**src/hdl/sfq_pkg.sv**
```systemverilog
// ----------------------------------------------------------------------------
// sfq_pkg
// Shared widths, reset constants and the queue entry type of the service queue.
// ----------------------------------------------------------------------------
package sfq_pkg;

  localparam int QUEUE_DEPTH_DEF = 16;
  localparam int USER_W          = 16;
  localparam int DUR_W           = 8;
  localparam int TICK_W          = 32;
  localparam int PERIOD_W        = 8;
  localparam int STAT_W          = 32;

  localparam logic [PERIOD_W-1:0] PERIOD_RESET = 8'd3;

  typedef struct packed {
    logic [USER_W-1:0] user;
    logic [DUR_W-1:0]  duration;
    logic [TICK_W-1:0] arrival;
  } job_t;

  typedef struct packed {
    logic en;
    job_t job;
  } push_t;

  typedef struct packed {
    logic [TICK_W-1:0] tick;
    logic              on_period;
  } tick_info_t;

endpackage

```
**src/hdl/sfq_if.sv**
```systemverilog
// ----------------------------------------------------------------------------
// sfq_if
// Channel interfaces: tick/arrival input and per-tick result output.
// ----------------------------------------------------------------------------
interface sfq_in_if
  import sfq_pkg::*;
  ();
  logic              valid;
  logic              ready;
  logic              arrival_valid;
  logic [USER_W-1:0] arrival_user;
  logic [DUR_W-1:0]  arrival_duration;

  modport source (output valid, arrival_valid, arrival_user, arrival_duration,
                  input ready);
  modport sink   (input valid, arrival_valid, arrival_user, arrival_duration,
                  output ready);
endinterface

interface sfq_out_if
  import sfq_pkg::*;
  #(parameter int LEVEL_W = 5)
  ();
  logic               valid;
  logic               ready;
  logic               arrival_accepted;
  logic               arrival_dropped;
  logic               start_valid;
  logic [USER_W-1:0]  start_user;
  logic [TICK_W-1:0]  start_wait;
  logic               finish_valid;
  logic [USER_W-1:0]  finish_user;
  logic               server_busy;
  logic [LEVEL_W-1:0] queue_level;
  logic [STAT_W-1:0]  wait_total;
  logic [STAT_W-1:0]  started_total;
  logic [TICK_W-1:0]  tick_now;

  modport source (output valid, arrival_accepted, arrival_dropped, start_valid,
                  start_user, start_wait, finish_valid, finish_user, server_busy,
                  queue_level, wait_total, started_total, tick_now,
                  input ready);
  modport sink   (input valid, arrival_accepted, arrival_dropped, start_valid,
                  start_user, start_wait, finish_valid, finish_user, server_busy,
                  queue_level, wait_total, started_total, tick_now,
                  output ready);
endinterface

```
**src/hdl/sfq_queue.sv**
```systemverilog
// ----------------------------------------------------------------------------
// sfq_queue
// Job FIFO with a registered head read, prefetched one transfer ahead.
// ----------------------------------------------------------------------------
module sfq_queue
  import sfq_pkg::*;
  #(parameter int QUEUE_DEPTH = QUEUE_DEPTH_DEF,
    localparam int PTR_W   = (QUEUE_DEPTH > 1) ? $clog2(QUEUE_DEPTH) : 1,
    localparam int LEVEL_W = $clog2(QUEUE_DEPTH + 1))
  (
    input  logic               clk,
    input  logic               rst,
    input  push_t              push,
    input  logic               pop,
    output logic [LEVEL_W-1:0] count,
    output job_t               head_job
  );

  localparam logic [PTR_W-1:0] LAST = PTR_W'(QUEUE_DEPTH - 1);

  job_t             mem [QUEUE_DEPTH];
  logic [PTR_W-1:0] head;
  logic [PTR_W-1:0] tail;
  logic [PTR_W-1:0] head_next;
  logic [PTR_W-1:0] tail_next;

  always_comb begin
    head_next = head;
    tail_next = tail;
    if (pop) begin
      head_next = (head == LAST) ? '0 : head + PTR_W'(1);
    end
    if (push.en) begin
      tail_next = (tail == LAST) ? '0 : tail + PTR_W'(1);
    end
  end

  always_ff @(posedge clk) begin
    if (rst) begin
      head  <= '0;
      tail  <= '0;
      count <= '0;
    end else begin
      head  <= head_next;
      tail  <= tail_next;
      count <= count + LEVEL_W'(push.en) - LEVEL_W'(pop);
    end
  end

  // head entry is read for the next tick; a write landing there is forwarded
  always_ff @(posedge clk) begin
    if (push.en) begin
      mem[tail] <= push.job;
    end
    if (push.en && (tail == head_next)) begin
      head_job <= push.job;
    end else begin
      head_job <= mem[head_next];
    end
  end

  a_no_overflow: assert property (@(posedge clk) disable iff (rst)
    push.en && !pop |-> count < LEVEL_W'(QUEUE_DEPTH))
    else $error("push into full queue");

endmodule

```
**src/hdl/sfq_server.sv**
```systemverilog
// ----------------------------------------------------------------------------
// sfq_server
// Per-tick admission, server countdown, statistics and result register.
// ----------------------------------------------------------------------------
module sfq_server
  import sfq_pkg::*;
  #(parameter int QUEUE_DEPTH = QUEUE_DEPTH_DEF,
    localparam int LEVEL_W = $clog2(QUEUE_DEPTH + 1))
  (
    input  logic               clk,
    input  logic               rst,
    sfq_in_if.sink             job_in,
    sfq_out_if.source          tick_out,
    input  tick_info_t         tinfo,
    output logic               xfer,
    output push_t              push,
    output logic               pop,
    input  logic [LEVEL_W-1:0] count,
    input  job_t               head_job
  );

  logic              busy;
  logic [DUR_W-1:0]  remaining;
  logic [USER_W-1:0] cur_user;
  logic [STAT_W-1:0] wait_sum;
  logic [STAT_W-1:0] started_count;

  logic              busy_next;
  logic [DUR_W-1:0]  remaining_next;
  logic [USER_W-1:0] cur_user_next;
  logic [STAT_W-1:0] wait_sum_next;
  logic [STAT_W-1:0] started_count_next;

  logic              offer;
  logic              start;
  logic              finish;
  logic              busy_s;
  logic [DUR_W-1:0]  rem_s;
  job_t              sjob;
  logic [TICK_W-1:0] wait_t;
  logic [STAT_W:0]   wsum;
  logic [LEVEL_W-1:0] level_next;

  assign job_in.ready = !tick_out.valid || tick_out.ready;
  assign xfer         = job_in.valid && job_in.ready;

  always_comb begin
    offer             = job_in.arrival_valid;
    push.job.user     = job_in.arrival_user;
    push.job.duration = (job_in.arrival_duration == '0) ? DUR_W'(1)
                                                        : job_in.arrival_duration;
    push.job.arrival  = tinfo.tick;
    push.en           = xfer && offer && tinfo.on_period
                        && (count < LEVEL_W'(QUEUE_DEPTH));

    // an arrival into an empty queue can start in its own tick
    start = !busy && ((count != '0) || push.en);
    pop   = xfer && start;
    sjob  = (count != '0) ? head_job : push.job;
    wait_t = tinfo.tick - sjob.arrival;

    busy_s        = busy || start;
    rem_s         = start ? sjob.duration : remaining;
    cur_user_next = start ? sjob.user : cur_user;
    finish        = busy_s && (rem_s <= DUR_W'(1));

    busy_next      = busy_s && !finish;
    remaining_next = remaining;
    if (finish) begin
      remaining_next = '0;
    end else if (busy_s) begin
      remaining_next = rem_s - DUR_W'(1);
    end

    wsum               = {1'b0, wait_sum} + {1'b0, wait_t};
    wait_sum_next      = wait_sum;
    started_count_next = started_count;
    if (start) begin
      wait_sum_next = wsum[STAT_W] ? '1 : wsum[STAT_W-1:0];
      if (started_count != '1) begin
        started_count_next = started_count + STAT_W'(1);
      end
    end

    level_next = count + LEVEL_W'(push.en) - LEVEL_W'(pop);
  end

  always_ff @(posedge clk) begin
    if (rst) begin
      busy           <= 1'b0;
      remaining      <= '0;
      cur_user       <= '0;
      wait_sum       <= '0;
      started_count  <= '0;
      tick_out.valid <= 1'b0;
    end else begin
      if (xfer) begin
        busy          <= busy_next;
        remaining     <= remaining_next;
        cur_user      <= cur_user_next;
        wait_sum      <= wait_sum_next;
        started_count <= started_count_next;
      end
      if (xfer) begin
        tick_out.valid <= 1'b1;
      end else if (tick_out.ready) begin
        tick_out.valid <= 1'b0;
      end
    end
  end

  always_ff @(posedge clk) begin
    if (xfer) begin
      tick_out.arrival_accepted <= push.en;
      tick_out.arrival_dropped  <= offer && !push.en;
      tick_out.start_valid      <= start;
      tick_out.start_user       <= start ? sjob.user : '0;
      tick_out.start_wait       <= start ? wait_t : '0;
      tick_out.finish_valid     <= finish;
      tick_out.finish_user      <= finish ? cur_user_next : '0;
      tick_out.server_busy      <= busy_next;
      tick_out.queue_level      <= level_next;
      tick_out.wait_total       <= wait_sum_next;
      tick_out.started_total    <= started_count_next;
      tick_out.tick_now         <= tinfo.tick;
    end
  end

  a_busy_has_work: assert property (@(posedge clk) disable iff (rst)
    busy |-> remaining != '0)
    else $error("server busy with zero remaining ticks");

  a_pop_needs_job: assert property (@(posedge clk) disable iff (rst)
    pop |-> (count != '0) || push.en)
    else $error("dequeue from empty queue");

  a_start_consistent: assert property (@(posedge clk) disable iff (rst)
    tick_out.valid && tick_out.start_valid
      |-> tick_out.server_busy || tick_out.finish_valid)
    else $error("started job neither busy nor finished");

endmodule

```
**src/hdl/single_server_fifo_service_queue_top.sv**
```systemverilog
// ----------------------------------------------------------------------------
// single_server_fifo_service_queue_top
// One-server FIFO service queue advanced one tick per input transfer.
//
//   channel   dir  handshake     payload
//   job_in    in   valid/ready   arrival_valid, arrival_user, arrival_duration
//   tick_out  out  valid/ready   accept/drop, start, finish, level, totals, tick
//   cfg       in   cfg_we        cfg_data = arrival_period
//
// One tick per cycle while the output is not stalled: the tick is decided in the
// transfer cycle and lands in the result register. A result held by a stalled
// output holds off the next input transfer; a result taken in the same cycle
// lets the next tick through. The head entry of the job memory is read one
// transfer ahead, so the memory read port sets no extra latency. Synchronous
// reset; no clearing pass, queue entries are read only once written.
// ----------------------------------------------------------------------------
module single_server_fifo_service_queue_top
  import sfq_pkg::*;
  #(parameter int QUEUE_DEPTH = QUEUE_DEPTH_DEF)
  (
    input  logic                clk,
    input  logic                rst,
    input  logic                cfg_we,
    input  logic [PERIOD_W-1:0] cfg_data,
    sfq_in_if.sink              job_in,
    sfq_out_if.source           tick_out
  );

  localparam int LEVEL_W = $clog2(QUEUE_DEPTH + 1);

  logic [PERIOD_W-1:0] period;
  logic [PERIOD_W-1:0] phase;
  logic [PERIOD_W-1:0] period_eff;
  logic [PERIOD_W:0]   phase_inc;
  logic [TICK_W-1:0]   tick;
  logic                xfer;
  logic                pop;
  logic [LEVEL_W-1:0]  count;
  push_t               push;
  job_t                head_job;
  tick_info_t          tinfo;

  assign period_eff      = (period == '0) ? PERIOD_W'(1) : period;
  assign phase_inc       = {1'b0, phase} + (PERIOD_W+1)'(1);
  assign tinfo.tick      = tick;
  assign tinfo.on_period = (phase == '0);

  always_ff @(posedge clk) begin
    if (rst) begin
      period <= PERIOD_RESET;
      phase  <= '0;
      tick   <= '0;
    end else begin
      if (cfg_we) begin
        period <= cfg_data;
      end
      if (xfer) begin
        tick  <= tick + TICK_W'(1);
        phase <= (phase_inc >= {1'b0, period_eff}) ? '0 : phase_inc[PERIOD_W-1:0];
      end
    end
  end

  sfq_queue #(.QUEUE_DEPTH(QUEUE_DEPTH)) u_queue (
    .clk      (clk),
    .rst      (rst),
    .push     (push),
    .pop      (pop),
    .count    (count),
    .head_job (head_job)
  );

  sfq_server #(.QUEUE_DEPTH(QUEUE_DEPTH)) u_server (
    .clk      (clk),
    .rst      (rst),
    .job_in   (job_in),
    .tick_out (tick_out),
    .tinfo    (tinfo),
    .xfer     (xfer),
    .push     (push),
    .pop      (pop),
    .count    (count),
    .head_job (head_job)
  );

endmodule
```
**src/flat_wrapper.sv**
```systemverilog
// flat-port wrapper written by rule: the top's interface ports become plain ports
module single_server_fifo_service_queue_top_flat import sfq_pkg::*;
#(parameter int QUEUE_DEPTH = QUEUE_DEPTH_DEF)
  (clk, rst, cfg_we, cfg_data, job_in_valid, job_in_arrival_valid, job_in_arrival_user, job_in_arrival_duration, job_in_ready, tick_out_valid, tick_out_arrival_accepted, tick_out_arrival_dropped, tick_out_start_valid, tick_out_start_user, tick_out_start_wait, tick_out_finish_valid, tick_out_finish_user, tick_out_server_busy, tick_out_queue_level, tick_out_wait_total, tick_out_started_total, tick_out_tick_now, tick_out_ready);
  sfq_in_if job_in_i ();
  sfq_out_if tick_out_i ();
  input  logic clk;
  input  logic rst;
  input  logic cfg_we;
  input  logic [PERIOD_W-1:0] cfg_data;
  input wire logic [$bits(job_in_i.valid)-1:0] job_in_valid;
  input wire logic [$bits(job_in_i.arrival_valid)-1:0] job_in_arrival_valid;
  input wire logic [$bits(job_in_i.arrival_user)-1:0] job_in_arrival_user;
  input wire logic [$bits(job_in_i.arrival_duration)-1:0] job_in_arrival_duration;
  output wire logic [$bits(job_in_i.ready)-1:0] job_in_ready;
  output wire logic [$bits(tick_out_i.valid)-1:0] tick_out_valid;
  output wire logic [$bits(tick_out_i.arrival_accepted)-1:0] tick_out_arrival_accepted;
  output wire logic [$bits(tick_out_i.arrival_dropped)-1:0] tick_out_arrival_dropped;
  output wire logic [$bits(tick_out_i.start_valid)-1:0] tick_out_start_valid;
  output wire logic [$bits(tick_out_i.start_user)-1:0] tick_out_start_user;
  output wire logic [$bits(tick_out_i.start_wait)-1:0] tick_out_start_wait;
  output wire logic [$bits(tick_out_i.finish_valid)-1:0] tick_out_finish_valid;
  output wire logic [$bits(tick_out_i.finish_user)-1:0] tick_out_finish_user;
  output wire logic [$bits(tick_out_i.server_busy)-1:0] tick_out_server_busy;
  output wire logic [$bits(tick_out_i.queue_level)-1:0] tick_out_queue_level;
  output wire logic [$bits(tick_out_i.wait_total)-1:0] tick_out_wait_total;
  output wire logic [$bits(tick_out_i.started_total)-1:0] tick_out_started_total;
  output wire logic [$bits(tick_out_i.tick_now)-1:0] tick_out_tick_now;
  input wire logic [$bits(tick_out_i.ready)-1:0] tick_out_ready;
  assign job_in_i.valid = job_in_valid;
  assign job_in_i.arrival_valid = job_in_arrival_valid;
  assign job_in_i.arrival_user = job_in_arrival_user;
  assign job_in_i.arrival_duration = job_in_arrival_duration;
  assign job_in_ready = job_in_i.ready;
  assign tick_out_valid = tick_out_i.valid;
  assign tick_out_arrival_accepted = tick_out_i.arrival_accepted;
  assign tick_out_arrival_dropped = tick_out_i.arrival_dropped;
  assign tick_out_start_valid = tick_out_i.start_valid;
  assign tick_out_start_user = tick_out_i.start_user;
  assign tick_out_start_wait = tick_out_i.start_wait;
  assign tick_out_finish_valid = tick_out_i.finish_valid;
  assign tick_out_finish_user = tick_out_i.finish_user;
  assign tick_out_server_busy = tick_out_i.server_busy;
  assign tick_out_queue_level = tick_out_i.queue_level;
  assign tick_out_wait_total = tick_out_i.wait_total;
  assign tick_out_started_total = tick_out_i.started_total;
  assign tick_out_tick_now = tick_out_i.tick_now;
  assign tick_out_i.ready = tick_out_ready;
  single_server_fifo_service_queue_top #(.QUEUE_DEPTH(QUEUE_DEPTH)) u_core (.clk(clk), .rst(rst), .cfg_we(cfg_we), .cfg_data(cfg_data), .job_in(job_in_i), .tick_out(tick_out_i));
endmodule
```
**config.mk**
```make
export PLATFORM = sky130hd
export DESIGN_NAME = single_server_fifo_service_queue_top_flat
export DESIGN_NICKNAME = d
export VERILOG_FILES = /design/src/hdl/sfq_pkg.sv /design/src/hdl/sfq_if.sv /design/src/hdl/sfq_queue.sv /design/src/hdl/sfq_server.sv /design/src/hdl/single_server_fifo_service_queue_top.sv /design/src/flat_wrapper.sv
export SDC_FILE = /design/constraint.sdc
export NUM_CORES = 1
export LEC_CHECK = 0
export BUFFER_PORTS_ARGS = -buffer_cell sky130_fd_sc_hd__buf_2
export CAP_MARGIN = 15
export CORE_UTILIZATION = 56
export CTS_CLUSTER_SIZE = 25
export DETAILED_ROUTE_END_ITERATION = 10
export PLACE_DENSITY = 0.76
export SYNTH_ARGS = -nofsm -noshare
export SYNTH_HDL_FRONTEND = slang
export SYNTH_SLANG_ARGS = --single-unit
```
**constraint.sdc**
```tcl
create_clock -name clk -period 6.9 [get_ports clk]
set_input_delay 1.035 -clock clk [delete_from_list [all_inputs] [get_ports clk]]
set_output_delay 1.035 -clock clk [all_outputs]
set_load 0.03 [all_outputs]
```
Word level (Yosys, flattened, before mapping)
Memory sizes are Yosys's and may differ from the RTL's. A register that Yosys moved wholly into a read port is not among the register bits.
Index checks and enable logic that the tools add are counted.
- memories kept: 1
- bits in writable memories: 896
- register bits after elaboration: 321
- input bits: 38
- memory list (memory ; depth ; bits a word ; rd ports ; clocked after Yosys merged registers in ; wr ports ; RTL line ; RTL):
    u_core.u_queue.mem ; 16 ; 56 ; 1 ; 1 ; 1 ; sfq_queue.sv:21 ; job_t mem [QUEUE_DEPTH];
- multiplexer cells: 19
- equal/unequal tests: 3
- $add $sub $neg: 10
- magnitude comparators: 3
- reduce and logical (&&, ||, !) cells: 23
- operators with widths (operator ; count):
    2-to-1 mux 32 bit ; 4
    adder 32 x 1 -> 32 bit (second input constant) ; 2
    2-to-1 mux 56 bit ; 1
    2-to-1 mux 8 bit ; 6
    adder 32 x 32 -> 33 bit ; 1
    inequality test 32 bit (second input constant) ; 1
    subtractor 32 bit ; 1
    zero test 8 bit ; 3
    2-to-1 mux 16 bit ; 1
    2-to-1 mux 4 bit ; 3
    adder 8 x 1 -> 9 bit (second input constant) ; 1
    >= comparator 9 x 8 -> 1 bit ; 1
    logical AND 1 bit ; 9
    adder 4 x 1 -> 4 bit (second input constant) ; 2
    == test 4 bit (second input constant) ; 2
    less-or-equal comparator 8 x 1 -> 1 bit (second input constant) ; 1
    subtractor 8 x 1 -> 8 bit (second input constant) ; 1
    adder 5 x 1 -> 5 bit ; 1
    < comparator 5 bit (second input constant) ; 1
    nonzero test 5 bit ; 1
    subtractor 5 x 1 -> 5 bit ; 1
    zero test 1 bit ; 4
    2-to-1 mux 1 bit ; 4
    nonzero test 2 bit ; 2
    2 further kinds ; 4

Depth between registers and ports, before layout
- depth in word-level cells: 13
- gate-level depth with buffers: 33

Modules after synthesis
Synthesis repeated with hierarchy kept, for this count alone.
- cells, all modules: 3175
- area, all modules: 51314.2 µm²
- modules (own cells, without submodules) (module ; sequential area each (µm²) ; instances ; area each (µm²) ; cells an instance):
    sfq_queue ; 27246.1 ; 1 ; 34352.9 ; 1470
    sfq_server ; 6906.6 ; 1 ; 14560.2 ; 1442
    single_server_fifo_service_queue_top ; 960.9 ; 1 ; 2401.1 ; 263

Worst setup path after synthesis
No wires, ideal clock.
- kind: input port to flip-flop
- start point: input port tick_out_ready
- end point: register u_core.u_server.tick_out.arrival_accepted (enable)
- library setup time: 0.600 ns
- setup slack: -0.479 ns
- stages on the path: 5
- path buffers: 2
- arrival time: 6.779 ns
- data required time: 6.300 ns
- cell sequence: nand2b_1 > nand2_1 > inv_2 > clkbuf_1 > buf_1
- word-level cells in the longest chain between the ends: 2
- RTL lines (what ; RTL line ; RTL):
    from (decl) ; flat_wrapper.sv:29 ; input wire logic [$bits(tick_out_i.ready)-1:0] tick_out_ready;
    logical OR 1 bit ; sfq_server.sv:44 ; assign job_in.ready = !tick_out.valid || tick_out.ready;
    logical AND 1 bit ; sfq_server.sv:45 ; assign xfer = job_in.valid && job_in.ready;
    via u_core.u_server.xfer ; sfq_server.sv:15 ; output logic xfer,
    to (signal assigned) ; sfq_server.sv:114 ; tick_out.arrival_accepted <= push.en;
    to (decl) ; sfq_if.sv:39 ; modport source (output valid, arrival_accepted, arrival_dropped, start_valid,
The timed path passes the listed nets, and every way through them passes these cells.
A chain may end at the register's enable or synchronous reset.

==> results.toml <==
[clocking]
cts.sink_count = 1221
root_buffer = "sky130_fd_sc_hd__clkbuf_16"
clk_transition_reported_paths_ps = 60
hold_fix_buffer_count_after_cts = 0
cts_buffers = 117
worst_skew_pair.late_latency_ps = 710
cts_max_level = 3
max_root_sink_buffers = 3
cts_tree = "yes"

[cells_and_area]
num-nets-final = 3410
num_antenna_cells = 0
areaGrowthSynthToFinish_pct = 13.81
mostFrequentLayoutCell = "sky130_fd_sc_hd__edfxtp_1"
post_route_cells_drive_above_1_share = 0.2339
final_cell_mix = "sky130_fd_sc_hd__edfxtp_1, sky130_fd_sc_hd__mux4_2, sky130_fd_sc_hd__nor2_1"
final.fill_count = 5856
final_util = 0.6468

[route]
first_iter_violations = 3103
drt.antenna.violating_nets = 0
vias = 28932
drt_drc_violations_left = 0
first_pass_iters = 6
detail_route.vias_per_cell = 6.363
wire_per_inst_um = 27.12
drt-total-wl_um = 123300

[die]
std_cell_rows = 109
die-height_um = 302.2
floorplan.die_area_sq_um = 91300
coreArea_sq_um = 88780
io_pins = 210
fp.dieW_um = 302.2
start_util = 0.5683

[sta]
setup-tns-final_ps = 0
worst_hold_slack_ps = 453.7
tightest_slew_ps = 1197
final.setup_skew_ps = 34.52
period_minus_slack_ps = 6493
final_min_period_over_clock_period = 0.9410
hold_viol_final = 0
setup_viol = 0
max_clock_freq_mhz = 154.0
max-slew-margin-rel = 0.2003
drv_slew = 0

[setup_path]
reg2reg_depth = 23
timing.critical_path.from_type = "register"
worst_r2r_endpoint = "u_core.u_server.tick_out.wait_total[29]$_DFFE_PP_"
arrival_ps = 6900
reg_to_reg_slack_setup_ps = 410
critPathCaptureType = "register"
critical_path_peak_fanout = 23
timing_worst_setup_path_type = "register to register"
worst_ep_required_time_ps = 7310

[power]
ir_drop_uv = 258.2
power-per-cell-area_nw_per_um2 = 407.4
pleak_uw = 0.01865
totalPowerFinal_uw = 23390

[status]
status = "finished clean"

[logic_synthesis]
synthesis.area_sq_um = 50450
synth_edf_count = 1066
synth.net_count = 3137
yosysWarningCount = 0
synth_flop_cell = "sky130_fd_sc_hd__edfxtp_1"
syn_avg_cell_area_sq_um = 16.77
synthArstFlopShare = 0
synth_cell_types = 76
yosysSeqAreaShare = 0.6959
post_synth_inst_count = 3008
synth-seq-cells = 1221

[placed_design]
dp_hpwl_um = 69300
gp_routability_congestion = 0.9150
place.port_buffers = 209

[hold_path]
hold_path.startpoint = "u_core.u_server.remaining[5]$_SDFFE_PP0P_"
worst_hold_path.endpoint = "u_core.u_server.remaining[5]$_SDFFE_PP0P_"
hold_path_depth = 2
min-delay-path-class = "register to register"

[grt]
grt_pass1_vias = 28890
grt_overflow = 0
grt_start_max_net_pins = 127
grt_first_pass_wirelength_um = 180900
antenna_violations_before_repair = 2
grt_util_all_layers = 0.2701

[flow_run]
maxCapViolCount = 0
==> report_power, final <==
| group | switching (uW) | internal [uW] |
|---|---|---|
| Combinational | 4890 | 3070 |
| Clock | 2750 | 3680 |
| Sequential | 296 | 8720 |
| Total | 7930 | 15500 |
==> worst max-delay path by stage <==
| stage | endpoint | slack (ps) | start | cells after the start |
|---|---|---|---|---|
| 2_1_floorplan | u_core.u_server.tick_out.wait_total[11]$_DFFE_PP_ | 1 | register | 28 |
| 3_3_place_gp | u_core.u_server.tick_out.wait_total[29]$_DFFE_PP_ | 210 | register | 22 |
| 3_5_place_dp | u_core.u_server.tick_out.wait_total[29]$_DFFE_PP_ | 140 | register | 22 |
| 4_1_cts | u_core.u_server.tick_out.wait_total[29]$_DFFE_PP_ | 50 | register | 22 |
| 5_1_grt | u_core.u_server.tick_out.wait_total[29]$_DFFE_PP_ | -4 | register | 24 |
| 6_report | u_core.u_server.tick_out.wait_total[29]$_DFFE_PP_ | 410 | register | 23 |
==> sequential cells by signal (all words and copies together), names as in the netlist, 4 cells and up, named ones only <==
| name | cells |
|---|---|
| u_core.u_server.wait_sum | 32 |
| u_core.u_queue.tail | 4 |
| u_core.u_server.tick_out.start_wait | 32 |
| u_core.tick | 32 |
| u_core.phase | 8 |
| u_core.u_server.tick_out.finish_user | 16 |
| u_core.u_queue.mem | 896 |
| u_core.u_queue.head | 4 |
| u_core.u_queue.count | 5 |
| u_core.u_server.tick_out.queue_level | 5 |
| u_core.u_server.started_count | 32 |
| u_core.u_server.tick_out.tick_now | 32 |
| u_core.u_server.tick_out.wait_total | 32 |
| u_core.u_server.remaining | 8 |
| u_core.u_server.tick_out.started_total | 32 |
| u_core.u_server.cur_user | 16 |
| u_core.u_server.tick_out.start_user | 16 |
| u_core.period | 8 |
==> cells in the mapped netlist (4+ instances only) <==
master / number / area share
sky130_fd_sc_hd__o31ai_1: 5 / 0.00074
sky130_fd_sc_hd__clkbuf_1: 94 / 0.0070
sky130_fd_sc_hd__ha_1: 88 / 0.022
sky130_fd_sc_hd__a211oi_1: 38 / 0.0057
sky130_fd_sc_hd__xnor2_1: 65 / 0.011
sky130_fd_sc_hd__buf_1: 20 / 0.0015
sky130_fd_sc_hd__buf_6: 4 / 0.00089
sky130_fd_sc_hd__nor4b_1: 4 / 0.00069
sky130_fd_sc_hd__mux4_2: 277 / 0.12
sky130_fd_sc_hd__buf_2: 24 / 0.0024
sky130_fd_sc_hd__nand2b_1: 18 / 0.0022
sky130_fd_sc_hd__a21oi_1: 132 / 0.013
sky130_fd_sc_hd__edfxtp_1: 1066 / 0.63
sky130_fd_sc_hd__o21ai_0: 66 / 0.0065
sky130_fd_sc_hd__dfxtp_1: 155 / 0.062
sky130_fd_sc_hd__o21a_1: 6 / 0.00089
sky130_fd_sc_hd__and2_1: 41 / 0.0051
sky130_fd_sc_hd__nand2_1: 177 / 0.013
sky130_fd_sc_hd__a31oi_1: 10 / 0.0012
sky130_fd_sc_hd__nand4_1: 24 / 0.0030
sky130_fd_sc_hd__nor3_1: 38 / 0.0038
sky130_fd_sc_hd__inv_1: 50 / 0.0037
sky130_fd_sc_hd__o22a_1: 4 / 0.00069
sky130_fd_sc_hd__and3_1: 8 / 0.00099
sky130_fd_sc_hd__or2_2: 4 / 0.00050
sky130_fd_sc_hd__xor2_1: 80 / 0.014
sky130_fd_sc_hd__inv_2: 4 / 0.00030
sky130_fd_sc_hd__nor2b_1: 8 / 0.00099
sky130_fd_sc_hd__o21bai_1: 10 / 0.0015
sky130_fd_sc_hd__a21o_1: 31 / 0.0046
sky130_fd_sc_hd__a22oi_1: 17 / 0.0025
sky130_fd_sc_hd__or3_1: 28 / 0.0035
sky130_fd_sc_hd__o21ai_1: 28 / 0.0028
sky130_fd_sc_hd__o211ai_1: 6 / 0.00089
sky130_fd_sc_hd__nor2_1: 237 / 0.018
sky130_fd_sc_hd__mux2i_1: 43 / 0.0085
sky130_fd_sc_hd__o22ai_1: 7 / 0.00087
sky130_fd_sc_hd__and4_1: 4 / 0.00069
sky130_fd_sc_hd__nand3_1: 35 / 0.0035
==> per-layer routing <==
layer / GRT usage / wire, um
met2: 0.4521 / 61710
met3: 0.03871 / 10040
met4: 0.09247 / 3632
met1: 0.3661 / 47920
met5: 0 / 22
==> worst max-delay path: stages, from the launching register on <==
cell	delay, ps
sky130_fd_sc_hd__dfxtp_4	420
sky130_fd_sc_hd__buf_12	130
sky130_fd_sc_hd__buf_16	210
sky130_fd_sc_hd__mux4_2	550
sky130_fd_sc_hd__mux4_2	500
sky130_fd_sc_hd__mux2i_1	270
sky130_fd_sc_hd__ha_1	390
sky130_fd_sc_hd__a21oi_1	160
sky130_fd_sc_hd__o21ai_1	170
sky130_fd_sc_hd__a221oi_1	290
sky130_fd_sc_hd__nor3_1	120
sky130_fd_sc_hd__o41a_1	480
sky130_fd_sc_hd__a311o_1	410
sky130_fd_sc_hd__o31a_1	300
sky130_fd_sc_hd__xor2_2	220
sky130_fd_sc_hd__ha_1	330
sky130_fd_sc_hd__a21oi_1	160
sky130_fd_sc_hd__nor2b_1	70
sky130_fd_sc_hd__o21ai_0	150
sky130_fd_sc_hd__nand2b_1	110
sky130_fd_sc_hd__a31o_1	270
sky130_fd_sc_hd__buf_4	200
sky130_fd_sc_hd__a21oi_1	160
sky130_fd_sc_hd__o21ai_0	110
==> area by class of cell <==
type,count,area (sq um),area share
inverters,54,210.2,0.003661
repair buffers,297,2037,0.03547
multi-input cells,1590,14700,0.2560
clock buffers,162,3301,0.05748
well taps,1165,1458,0.02539
flip-flops and latches,1221,35130,0.6118
clock inverters,58,586.8,0.01022
==> stage by stage <==
step / instances / cell area, sq um / setup WS, ps
after CTS: 4537 / 57220 / 53.32
final: 4547 / 57420 / 407.0
after global routing: 4547 / 57420 / -3.611
after detailed placement: 4317 / 53330 / 135.5
after floorplan: 3008 / 50490 / 1.395
after global placement: 4317 / 53330 / 206.7
==> repair_timing <==
action                     in CTS  in global routing
buffers inserted                0                  8
setup endpoints to repair       0                 64
resized for setup               0                 11
==> kinds of logic after synthesis <==
kind of cell | synth area share
adders and majority gates | 0.02301
muxes | 0.1343
xor gates and xnor gates | 0.02517
and+or+nand+nor | 0.05808
AOI/OAI and AO/OA | 0.04761
buffers and inverters | 0.01592
DFF | 0.6959
Power figures use the tool's default switching activity.
